==> src/rtl/lobm_pkg.sv <==
// lobm_pkg: shared types and codes for the limit order book matcher
// status codes, operation and side codes, controller states, datapath commands and flags
// no dependencies
package lobm_pkg;

   localparam logic OPER_SUBMIT = 1'b0;
   localparam logic OPER_CANCEL = 1'b1;
   localparam logic SIDE_BID    = 1'b0;
   localparam logic SIDE_ASK    = 1'b1;

   typedef enum logic [1:0] {
      ST_DONE      = 2'd0,
      ST_ZERO      = 2'd1,
      ST_NOT_FOUND = 2'd2,
      ST_DROPPED   = 2'd3
   } status_type;

   typedef enum logic [3:0] {
      S_IDLE,
      S_DISPATCH,
      S_MATCH,
      S_MATCH_USE,
      S_REST_SRCH,
      S_REST_CHK,
      S_C_RD,
      S_C_CHK,
      S_C_SHIFT,
      S_C_SHIFT_WR,
      S_DONE
   } state_type;

   typedef enum logic [4:0] {
      OP_NONE,
      OP_LOAD,
      OP_ZERO,
      OP_MATCH_RD,
      OP_MATCH_USE,
      OP_RSTART,
      OP_LV_INC,
      OP_INSERT,
      OP_APPEND,
      OP_FULL,
      OP_CSIDE,
      OP_CNEXT_LV,
      OP_CRD,
      OP_CPOS_INC,
      OP_SHIFT_RD,
      OP_SHIFT_WR,
      OP_CREMOVE,
      OP_NOTFOUND,
      OP_OUT
   } dp_op_type;

   typedef struct packed {
      logic is_cancel;
      logic rem_zero;
      logic opp_empty;
      logic opp_cross;
      logic srch_stop;
      logic srch_hit;
      logic side_full;
      logic level_full;
      logic cur_in;
      logic sd_ask;
      logic pos_end;
      logic pos_last;
      logic id_match;
      logic out_free;
   } dp_flags_type;

endpackage

==> src/rtl/lobm_ctrl.sv <==
// lobm_ctrl: sequencer for submit matching, resting and cancel search
// depends on lobm_pkg
module lobm_ctrl import lobm_pkg::*; (
   input  logic         clock,
   input  logic         reset,
   input  logic         req_valid,
   output logic         req_ready,
   input  dp_flags_type flags,
   output dp_op_type    op
);

   state_type state_ff, state_in;

   always_ff @(posedge clock) begin
      if (reset) begin
         state_ff <= S_IDLE;
      end else begin
         state_ff <= state_in;
      end
   end

   always_comb begin
      state_in = state_ff;
      case (state_ff)
         S_IDLE: begin
            if (req_valid) state_in = S_DISPATCH;
         end
         S_DISPATCH: begin
            if (flags.is_cancel) state_in = S_C_RD;
            else if (flags.rem_zero) state_in = S_DONE;
            else state_in = S_MATCH;
         end
         S_MATCH: begin
            if (flags.rem_zero || flags.opp_empty || !flags.opp_cross) state_in = S_REST_SRCH;
            else state_in = S_MATCH_USE;
         end
         S_MATCH_USE: state_in = S_MATCH;
         S_REST_SRCH: begin
            if (flags.rem_zero) state_in = S_DONE;
            else if (flags.srch_stop) begin
               if (flags.srch_hit) state_in = S_REST_CHK;
               else if (flags.side_full) state_in = S_DONE;
               else state_in = S_REST_CHK;
            end
         end
         S_REST_CHK: state_in = S_DONE;
         S_C_RD: begin
            if (!flags.cur_in) begin
               if (flags.sd_ask) state_in = S_DONE;
            end else if (!flags.pos_end) begin
               state_in = S_C_CHK;
            end
         end
         S_C_CHK: begin
            if (flags.id_match) state_in = S_C_SHIFT;
            else state_in = S_C_RD;
         end
         S_C_SHIFT: begin
            if (flags.pos_last) state_in = S_DONE;
            else state_in = S_C_SHIFT_WR;
         end
         S_C_SHIFT_WR: state_in = S_C_SHIFT;
         S_DONE: begin
            if (flags.out_free) state_in = S_IDLE;
         end
         default: state_in = S_IDLE;
      endcase
   end

   always_comb begin
      op        = OP_NONE;
      req_ready = 1'b0;
      case (state_ff)
         S_IDLE: begin
            req_ready = !reset;
            if (req_valid && !reset) op = OP_LOAD;
         end
         S_DISPATCH: begin
            if (!flags.is_cancel && flags.rem_zero) op = OP_ZERO;
         end
         S_MATCH: begin
            if (flags.rem_zero || flags.opp_empty || !flags.opp_cross) op = OP_RSTART;
            else op = OP_MATCH_RD;
         end
         S_MATCH_USE: op = OP_MATCH_USE;
         S_REST_SRCH: begin
            if (!flags.rem_zero) begin
               if (!flags.srch_stop) op = OP_LV_INC;
               else if (!flags.srch_hit) op = flags.side_full ? OP_FULL : OP_INSERT;
            end
         end
         S_REST_CHK: op = flags.level_full ? OP_FULL : OP_APPEND;
         S_C_RD: begin
            if (!flags.cur_in) op = flags.sd_ask ? OP_NOTFOUND : OP_CSIDE;
            else if (flags.pos_end) op = OP_CNEXT_LV;
            else op = OP_CRD;
         end
         S_C_CHK: begin
            if (!flags.id_match) op = OP_CPOS_INC;
         end
         S_C_SHIFT: op = flags.pos_last ? OP_CREMOVE : OP_SHIFT_RD;
         S_C_SHIFT_WR: op = OP_SHIFT_WR;
         S_DONE: begin
            if (flags.out_free) op = OP_OUT;
         end
         default: op = OP_NONE;
      endcase
   end

endmodule

==> config.mk <==
export PLATFORM = sky130hd
export DESIGN_NAME = lobm_ctrl
export DESIGN_NICKNAME = d
export VERILOG_FILES = /design/src/rtl/lobm_pkg.sv /design/src/rtl/lobm_ctrl.sv
export SDC_FILE = /design/constraint.sdc
export NUM_CORES = 1
export LEC_CHECK = 0
export BUFFER_PORTS_ARGS = -buffer_cell sky130_fd_sc_hd__buf_2
export CELL_PAD_IN_SITES_DETAIL_PLACEMENT = 0
export CELL_PAD_IN_SITES_GLOBAL_PLACEMENT = 1
export CORE_MARGIN = 10
export CORE_UTILIZATION = 30
export DETAILED_ROUTE_END_ITERATION = 10
export PLACE_DENSITY = 0.74
export RECOVER_POWER = 25
export SYNTH_ARGS = -nofsm -noshare
export SYNTH_HDL_FRONTEND = slang
export SYNTH_SLANG_ARGS = --single-unit
==> constraint.sdc <==
create_clock -name clock -period 2.1 [get_ports clock]
set_input_delay 0.315 -clock clock [delete_from_list [all_inputs] [get_ports clock]]
set_output_delay 0.315 -clock clock [all_outputs]
set_load 0.02 [all_outputs]
# After elaboration in Yosys (flattened, before gate mapping)
# Index checks and enable logic that the tools add are counted.
# totals
word_cells	56
ff_bits	4
inputBits	17
# op_classes
eq_ne	15
reduce_logical	9
n_mux	31
# ops
cell	n
two-way mux 4 bit	17
one-hot mux 5 bit (11 select lines)	1
one-hot mux 4 bit (11 select lines)	1
two-way mux 5 bit	4
== test 4 x 3 -> 1 bit, second input constant	4
== test 4 bit, second input constant	3
two-way mux 3 bit	3
inequality test 3 bit, second input constant	3
== test 4 x 2 -> 1 bit, second input constant	2
AND reduction 5 bit	1
== test 4 x 1 -> 1 bit, second input constant	1
logical NOT 4 bit	1
two-way mux 2 bit	2
inequality test 2 bit, second input constant	2
logical NOT 1 bit	3
two-way mux 1 bit	3
logical AND 1 bit	2
logical OR 1 bit	2

# Longest topological paths before layout
# Gate-level depths: netlist (run 1).
# depth
ltp_word	5
ltp_mapped	6

# Least setup slack after synthesis (run 1)
# OpenSTA, ideal clock, no wires.
# synth_path
kind	reg-to-output
startpoint	register state_ff[0]
endpoint	output port op[0]
stages_incl_launch_ff	6
slack_ns	0.082
n_path_buf	1
arrival_time_ns	1.703
path_cell_list	dfxtp_1 > clkbuf_1 > or2_2 > nor3_1 > a32oi_1 > nand3_1
# synth_via
elab_chain_len	2
elab_cells_between_ends	12
# synth_rtl
item	line	rtl
from (decl)	lobm_ctrl.sv:12	state_type state_ff, state_in;
from (signal assigned)	lobm_ctrl.sv:18	state_ff <= state_in;
== test 4 bit, or another cell as far along	lobm_ctrl.sv:73	case (state_ff)
one-hot mux 5 bit (11 select lines) (*)	lobm_ctrl.sv:73	
to (decl)	lobm_ctrl.sv:9	output dp_op_type op
# Every way passes the cells marked *; elsewhere a longest branch is shown, timed or not.

# Worst setup path in the final report (run 1)
# layout_path
startpoint	register state_ff[3]
endpoint	output port op[0]
# Same word-level chain as after synthesis.

==> flow_metrics.env, run 1 <==
export IMPL_setup_viol=0
export IMPL_dp_slack_ps=152
export IMPL_hold_viol=0
export IMPL_grt_pass1_vias=801
export IMPL_synth_warnings=0
export IMPL_relSlewSlack_pct=75.1
export IMPL_grt_max_degree=19
export IMPL_worstSetupPathType="reg -> out"
export IMPL_syn_area_per_cell_um2=6.67
export IMPL_top_register="state_ff"
export IMPL_io_buffers=22
export IMPL_ir_worst_vdd_mv=0.445
export IMPL_place_gp_congestion=0.880
export IMPL_start_util_pct=32.3
export IMPL_placedCellCount=146
export IMPL_setup_ws_ps=17.9
export IMPL_period_share_pct=99.1
export IMPL_cts_root_buf="clkbuf_4"
export IMPL_fp_dieArea_mm2=0.00441
export IMPL_wl_um=2330
export IMPL_postSynthNetCount=114
export IMPL_drv_slew=0
export IMPL_grt_ovfl_total=0
export IMPL_instances_no_fill=149
export IMPL_clock_fmax_mhz=480
export IMPL_numCtsBuffers=3
export IMPL_h_tree_depth=1
export IMPL_drc=0
export IMPL_synth_top_cell_by_area="dfxtp_1"
export IMPL_synth_top_cell_area_share_pct=12.4
export IMPL_cts_sinks=4
export IMPL_place_area_um2=808
export IMPL_synth_area_um2=647
export IMPL_drive_gt1_share_pct=36.9
export IMPL_ctsHoldBuffers=0
export IMPL_leakagePower_nw=0.356
export IMPL_synth_common_cells="nand2_1 (10), o21ai_0 (9), a21oi_1 (7)"
export IMPL_ys_seq_elements=4
export IMPL_drt_wirelength_per_cell_um=15.7
export IMPL_fin_area_um2=890
export IMPL_synth_ff_type="dfxtp_1"
export IMPL_worst_pin_slew_ps=370
export IMPL_via_per_inst=5.87
export IMPL_postSynthCellCount=97
export IMPL_antenna_left=0
export IMPL_power_density_mw_per_mm2=1230
export IMPL_grt_pass1_wl_um=3690
export IMPL_cts_tree="yes"
export IMPL_regToRegStartpoint="state_ff[3]$_SDFFE_PP0P_"
export IMPL_layout_area_overhead_vs_synth_pct=37.5
export IMPL_reg_largest_list="state_ff x4"
export IMPL_critPathCaptureType="primary output"
export IMPL_synth_edff_count=0
export IMPL_fp_row_count=16
export IMPL_clk_pin_slew_ps=40
export IMPL_chipWidth_um=66.4
export IMPL_hpwlAfterDp_um=1810
export IMPL_cp_max_fo=3
export IMPL_dr_pass1_iters=4
export IMPL_hp_class="in -> reg"
export IMPL_async_flop_share_pct=0
export IMPL_finClkSkew_ps=4.61
export IMPL_critPathArrivalTime_ps=1770
export IMPL_antenna_found_initial=0
export IMPL_post_cts_buffers=0
export IMPL_status="finished clean"
export IMPL_synth_most_common_cell="nand2_1"
export IMPL_ys_types=43
export IMPL_start_kind="register"
export IMPL_drt_initial_drc_count=53
export IMPL_fp_dieH_um=66.4
export IMPL_grtUsageTotal_pct=10.1
export IMPL_worstSkewPairLatency_ps=240
export IMPL_max_cap_violations=0
export IMPL_nets=141
export IMPL_largest_reg_flops=4
export IMPL_synthTopCellsByArea="dfxtp_1 (12%), o21ai_0 (7.0%), nand2_1 (5.8%), a21oi_1 (5.4%), nor2b_1 (3.9%)"
export IMPL_crit_required_ps=1780
export IMPL_diodes=0
export IMPL_crit_start="state_ff[3]$_SDFFE_PP0P_"
export IMPL_vias=874
export IMPL_core_mm2=0.00200
export IMPL_min_period_ps=2080
export IMPL_io_pins=23
export IMPL_clock_tree_buffer_depth=2
export IMPL_holdCritStartpoint="reset"
export IMPL_yosysSeqAreaShare_pct=12.4
export IMPL_rsz0062_at_grt="yes"
export IMPL_holdWs_ps=308
-- layer usage --
metal	GRT usage, %	share of wire, %
met2	15.6	42
met4	2.62	2.2
met1	13.6	46
met5	0	0
met3	2.03	9.5
-- final cells by class --
class                           count  area, um2
Tap cell                           27       33.8
Inverter                            4       15.0
Sequential cell                     4       80.1
Fill cell                         229       1110
Multi-Input combinational cell     83        571
Clock buffer                        3       22.5
Timing Repair Buffer               28        168
-- cell families after synthesis --
family          Yosys count  share of synthesized area, %
simple gates             47                          43.1
compound gates           34                          35.0
buf+inv                  10                          6.57
flops                     4                          12.4
xor+xnor                  1                          1.35
mux                       1                          1.55
-- power by group --
group	leakage (nW)	total (mW)	switching, mW	internal (mW)
sequential	0.0330	0.126	0.0176	0.109
combinational	0.309	0.871	0.512	0.359
clock	0.0138	0.0941	0.0303	0.0638
-- stage by stage --
step	utilization, %	power, mW	setup TNS [ps]
after floorplan	-	0.701	0
final	44.4	1.09	0
after detailed placement	40.4	0.922	0
after global routing	44.4	1.17	-108
after CTS	42.6	1.03	0
after global placement	40.4	0.926	0
-- cells in the final DEF (no fill, tap or decap), types with 3 or more instances in the layout --
cell	instances
buf_4	6
nor2b_1	3
or2_2	3
nor2_1	6
nor3_1	3
nand3_1	3
clkbuf_4	3
nand2_1	10
inv_1	4
dfxtp_1	4
a31oi_1	3
buf_2	20
a21oi_1	7
o21ai_0	8
-- worst max-delay path, stage by stage (launching register included) --
cell and delay, ps:
dfxtp_1 300, or4b_4 570, nor4b_4 320, a31oi_1 70, nand3_1 130, buf_6 140
-- worst paths after layout --
kind,depth (start not counted),slack [ps],end
worst min register to register,3,700,state_ff[0]$_SDFFE_PP0P_
worst max register to register,4,370,state_ff[1]$_SDFFE_PP0P_
worst max-delay path,5,20,op[0]
worst min-delay path,2,310,state_ff[1]$_SDFFE_PP0P_
-- what timing repair did --
action / CTS / global route
pin swaps: 0 / 3
resized for setup: 3 / 10
setup endpoints to repair: 3 / 4
(Power assumes the default switching activity.)
==> inputs of run 2 (changes only) <==
--- a/config.mk
+++ b/config.mk
@@ -5,9 +5,11 @@
 export SDC_FILE = /design/constraint.sdc
 export NUM_CORES = 1
 export LEC_CHECK = 0
+export ABC_CLOCK_PERIOD_IN_PS = 2100
 export BUFFER_PORTS_ARGS = -buffer_cell sky130_fd_sc_hd__buf_2
 export CELL_PAD_IN_SITES_DETAIL_PLACEMENT = 0
 export CELL_PAD_IN_SITES_GLOBAL_PLACEMENT = 1
+export CORE_ASPECT_RATIO = 1.25
 export CORE_MARGIN = 10
 export CORE_UTILIZATION = 30
 export DETAILED_ROUTE_END_ITERATION = 10
==> flow_metrics.env, run 2 (synthesis results as in run 1) <==
export IMPL_via_per_inst=6.26
export IMPL_core_mm2=0.00203
export IMPL_grt_pass1_wl_um=4360
export IMPL_cp_depth=6
export IMPL_rsz0062_at_grt="yes"
export IMPL_multi_input_area_um2=568
export IMPL_regToRegStartpoint="state_ff[1]$_SDFFE_PP0P_"
export IMPL_worstSetupPathType="reg -> out"
export IMPL_fin_area_um2=871
export IMPL_power_density_mw_per_mm2=1300
export IMPL_holdPathStages=2
export IMPL_ctsHoldBuffers=0
export IMPL_post_cts_buffers=0
export IMPL_vias=882
export IMPL_wl_um=2680
export IMPL_leakagePower_nw=0.359
export IMPL_drc=0
export IMPL_hp_class="in -> reg"
export IMPL_reg_largest_list="state_ff x4"
export IMPL_fp_dieH_um=71.9
export IMPL_reg2reg_to="state_ff[1]$_SDFFE_PP0P_"
export IMPL_nets=140
export IMPL_fp_dieArea_mm2=0.00442
export IMPL_holdCritStartpoint="reset"
export IMPL_clk_pin_slew_ps=40
export IMPL_critPathArrivalTime_ps=1780
export IMPL_holdWs_ps=321
export IMPL_worst_pin_slew_ps=310
export IMPL_cts_root_buf="clkbuf_4"
export IMPL_place_area_um2=792
export IMPL_drt_wirelength_per_cell_um=19.0
export IMPL_numCtsBuffers=3
export IMPL_setup_tns_final_ps=0
export IMPL_cts_resized=7
export IMPL_r2r_cells=6
export IMPL_path_delay_family="simple AND/OR/NAND/NOR gates"
export IMPL_start_kind="register"
export IMPL_final_common_cell="buf_2"
export IMPL_dr_pass1_iters=4
export IMPL_drive_gt1_share_pct=33.9
export IMPL_h_tree_depth=1
export IMPL_place_gp_congestion=1.01
export IMPL_drt_initial_drc_count=48
export IMPL_finClkSkew_ps=5.65
export IMPL_clock_fmax_mhz=476
export IMPL_top_register="state_ff"
export IMPL_layout_area_overhead_vs_synth_pct=34.6
export IMPL_grt_pass1_vias=873
export IMPL_setup_viol=0
export IMPL_grt_ovfl_total=0
export IMPL_cts_tree="yes"
export IMPL_final_util_pct=43.0
export IMPL_period_share_pct=100
export IMPL_io_buffers=22
export IMPL_chipWidth_um=61.5
export IMPL_fill_cells=220
export IMPL_antenna_found_initial=0
export IMPL_cpPeakStageDelay_ps=400
export IMPL_relSlewSlack_pct=79.1
export IMPL_crit_chain="buf_8 -> nor4bb_1 -> buf_4 -> nand3_1 -> nand4b_1 -> buf_2"
export IMPL_dp_slack_ps=107
export IMPL_fp_row_count=18
export IMPL_layout_common_cells="buf_2 (20), nand2_1 (10), o21ai_0 (8)"
export IMPL_hold_end="state_ff[2]$_SDFFE_PP0P_"
export IMPL_grtUsageTotal_pct=12.8
export IMPL_cp_max_fo=19
export IMPL_crit_buf_inv=3
export IMPL_largest_reg_flops=4
export IMPL_diodes=0
export IMPL_antenna_left=0
export IMPL_hold_viol=0
export IMPL_drv_slew=0
export IMPL_grt_max_degree=20
export IMPL_status="finished clean"
export IMPL_regArea_um2=80.1
export IMPL_r2r_slack_ps=330
export IMPL_cts_sinks=4
export IMPL_hpwlAfterDp_um=1960
export IMPL_io_pins=23
export IMPL_cp_slowest_cell="dfxtp_1"
export IMPL_min_period_ps=2100
export IMPL_ir_worst_vdd_mv=0.516
export IMPL_setup_ws_ps=0.525
export IMPL_worstSkewPairLatency_ps=250
export IMPL_start_util_pct=31.9
export IMPL_clock_tree_buffer_depth=2
export IMPL_max_cap_violations=0
export IMPL_critPathCaptureType="primary output"
export IMPL_crit_required_ps=1780
run 2: worst max-delay path by stage:
stage	from	to	slack, ps
2_1_floorplan	state_ff[0]$_SDFFE_PP0P_	op[0]	80
3_3_place_gp	state_ff[0]$_SDFFE_PP0P_	op[3]	160
3_5_place_dp	state_ff[0]$_SDFFE_PP0P_	op[3]	110
4_1_cts	state_ff[1]$_SDFFE_PP0P_	op[1]	-1
5_1_grt	state_ff[1]$_SDFFE_PP0P_	op[1]	-80
6_report	state_ff[1]$_SDFFE_PP0P_	op[1]	0.5
run 2: final cells by class:
cell class	instances	share of cell area, %
clock buffer	3	2.59
inverter	4	1.72
multi-input combinational	83	65.2
sequential	4	9.20
tap	20	2.87
timing repair buffer	27	18.4
run 2: where the power goes:
group          switching, mW  internal [mW]
registers             0.0245          0.109
logic                  0.532          0.362
clock network         0.0414         0.0646
run 2: stage by stage:
stage	instances	total power, mW
floorplan	97	0.701
global placement	138	0.947
detailed placement	138	0.940
CTS	141	1.09
global route	141	1.22
finish	141	1.13
run 2: layer usage:
metal	vias to the layer above	track usage (%)	part of all wire, %
li1	417	-	-
met3	12	3.83	9.9
met2	46	19.8	49
met4	0	7.96	4.0
met1	407	14.6	37
met5	-	0	0
==> inputs of run 3 (changes only) <==
--- a/config.mk
+++ b/config.mk
@@ -6,14 +6,14 @@
 export NUM_CORES = 1
 export LEC_CHECK = 0
 export ABC_CLOCK_PERIOD_IN_PS = 2100
-export BUFFER_PORTS_ARGS = -buffer_cell sky130_fd_sc_hd__buf_2
+export BUFFER_PORTS_ARGS = -buffer_cell sky130_fd_sc_hd__clkbuf_2
 export CELL_PAD_IN_SITES_DETAIL_PLACEMENT = 0
 export CELL_PAD_IN_SITES_GLOBAL_PLACEMENT = 1
 export CORE_ASPECT_RATIO = 1.25
 export CORE_MARGIN = 10
-export CORE_UTILIZATION = 30
+export CORE_UTILIZATION = 33
 export DETAILED_ROUTE_END_ITERATION = 10
-export PLACE_DENSITY = 0.74
+export PLACE_DENSITY_LB_ADDON = 0.1
 export RECOVER_POWER = 25
 export SYNTH_ARGS = -nofsm -noshare
 export SYNTH_HDL_FRONTEND = slang
==> flow_metrics.env, run 3 (synthesis results as in run 1) <==
export IMPL_p_clk_share_pct=8.7
export IMPL_grt_ovfl_total=0
export IMPL_vias=860
export IMPL_nets=142
export IMPL_sw_frac_of_total_pct=51.2
export IMPL_grt_pass1_wl_um=3850
export IMPL_core_mm2=0.00181
export IMPL_power_mw=1.13
export IMPL_grt_pass1_vias=829
export IMPL_numCtsBuffers=3
export IMPL_clock_tree_buffer_depth=2
export IMPL_io_pins=23
export IMPL_hpwlAfterDp_um=1900
export IMPL_fp_dieArea_mm2=0.00414
export IMPL_drc=0
export IMPL_worstSkewPairLatency_ps=240
export IMPL_critPathArrivalTime_ps=1750
export IMPL_diodes=0
export IMPL_dp_slack_ps=54.0
export IMPL_max_cap_violations=0
export IMPL_min_period_ps=2070
export IMPL_placedCellCount=138
export IMPL_cp_max_fo=2
export IMPL_worstSetupPathType="reg -> out"
export IMPL_relSlewSlack_pct=76.9
export IMPL_fp_dieH_um=69.5
export IMPL_p_seq_share_pct=11.2
export IMPL_crit_required_ps=1780
export IMPL_antenna_left=0
export IMPL_switchingPower_uw=577
export IMPL_leakagePower_nw=0.366
export IMPL_chipWidth_um=59.6
export IMPL_reg_largest_list="state_ff x4"
export IMPL_drive_gt1_share_pct=37.4
export IMPL_status="finished clean"
export IMPL_dr_pass1_iters=4
export IMPL_instances_no_fill=142
export IMPL_fin_area_um2=897
export IMPL_fill_cells=184
export IMPL_grt_max_degree=18
export IMPL_finClkSkew_ps=1.43
export IMPL_ir_worst_vdd_mv=0.665
export IMPL_setup_viol=0
export IMPL_setup_tns_final_ps=0
export IMPL_rsz0062_at_grt="yes"
export IMPL_grtUsageTotal_pct=11.4
export IMPL_cts_root_buf="clkbuf_4"
export IMPL_layout_common_cells="clkbuf_2 (19), nand2_1 (10), o21ai_0 (8), buf_4 (8), a21oi_1 (7)"
export IMPL_start_util_pct=35.8
export IMPL_cts_tree="yes"
export IMPL_drv_slew=0
export IMPL_hp_class="in -> reg"
export IMPL_power_density_mw_per_mm2=1260
export IMPL_clock_fmax_mhz=483
export IMPL_place_area_um2=798
export IMPL_final_common_cell="clkbuf_2"
export IMPL_h_tree_depth=1
export IMPL_layout_area_overhead_vs_synth_pct=38.7
export IMPL_setup_ws_ps=30.7
export IMPL_largest_reg_flops=4
export IMPL_wl_um=2450
export IMPL_io_buffers=22
export IMPL_ctsHoldBuffers=0
export IMPL_top_register="state_ff"
export IMPL_critPathCaptureType="primary output"
export IMPL_drt_wirelength_per_cell_um=17.3
export IMPL_via_per_inst=6.06
export IMPL_power_internal_uw=549
export IMPL_start_kind="register"
export IMPL_hold_viol=0
export IMPL_cts_sinks=4
export IMPL_antenna_found_initial=0
export IMPL_p_comb_share_pct=80.1
export IMPL_clk_pin_slew_ps=40
export IMPL_fp_row_count=17
export IMPL_place_gp_congestion=0.894
export IMPL_worst_pin_slew_ps=343
export IMPL_drt_initial_drc_count=45
export IMPL_period_share_pct=98.5
-- run 3: worst paths after layout --
| kind | depth (start not counted) | slack (ps) | endpoint | startpoint |
|---|---|---|---|---|
| hold / removal | 2 | 330 | state_ff[1]$_SDFFE_PP0P_ | reset |
| hold reg to reg | 3 | 680 | state_ff[0]$_SDFFE_PP0P_ | state_ff[2]$_SDFFE_PP0P_ |
| setup reg to reg | 5 | 190 | state_ff[1]$_SDFFE_PP0P_ | state_ff[1]$_SDFFE_PP0P_ |
| setup / recovery | 5 | 30 | op[3] | state_ff[1]$_SDFFE_PP0P_ |
-- run 3: layer usage --
| layer | share of wire (%) | up-vias | track usage, % |
|---|---|---|---|
| met5 | 0 | - | 0 |
| met4 | 3.5 | 0 | 7.21 |
| met3 | 9.6 | 8 | 5.67 |
| met2 | 49 | 38 | 16.4 |
| met1 | 38 | 392 | 12.9 |
| li1 | - | 422 | - |
-- run 3: power by group through the flow --
stage	registers [mW]	logic [mW]	clock network [mW]
after floorplan	0.139	0.562	0
after global placement	0.123	0.823	0
after global routing	0.130	0.983	0.112
after CTS	0.124	0.872	0.105
final	0.126	0.903	0.0975
after detailed placement	0.126	0.802	0
-- run 3: critical path: stages, from the launching register on --
cell and delay [ps]:
dfxtp_2 310, or4b_4 570, nor4b_4 270, a221oi_2 110, o21ai_1 100, buf_4 160
-- run 3: cell type report --
cell class / instances / area (um2) / share of cell area [%]
multi-input combinational: 83 / 583 / 65.0
timing repair buffer: 29 / 171 / 19.1
sequential: 4 / 81.3 / 9.07
tap: 19 / 23.8 / 2.65
clock buffer: 3 / 22.5 / 2.51
inverter: 4 / 15.0 / 1.67
-- run 3: per-stage QoR --
step	util (%)	hold WS, ps
3_3_place_gp	44.2	588
3_5_place_dp	44.2	566
6_report	49.6	329
4_1_cts	49.1	319
5_1_grt	49.6	310
2_1_floorplan	-	383
-- run 3: timing repair --
action | 4_1_cts | 5_1_grt
resized for setup | 10 | 7
pin swaps | 3 | 1
buffers inserted | 1 | 0
setup endpoints to repair | 3 | 4
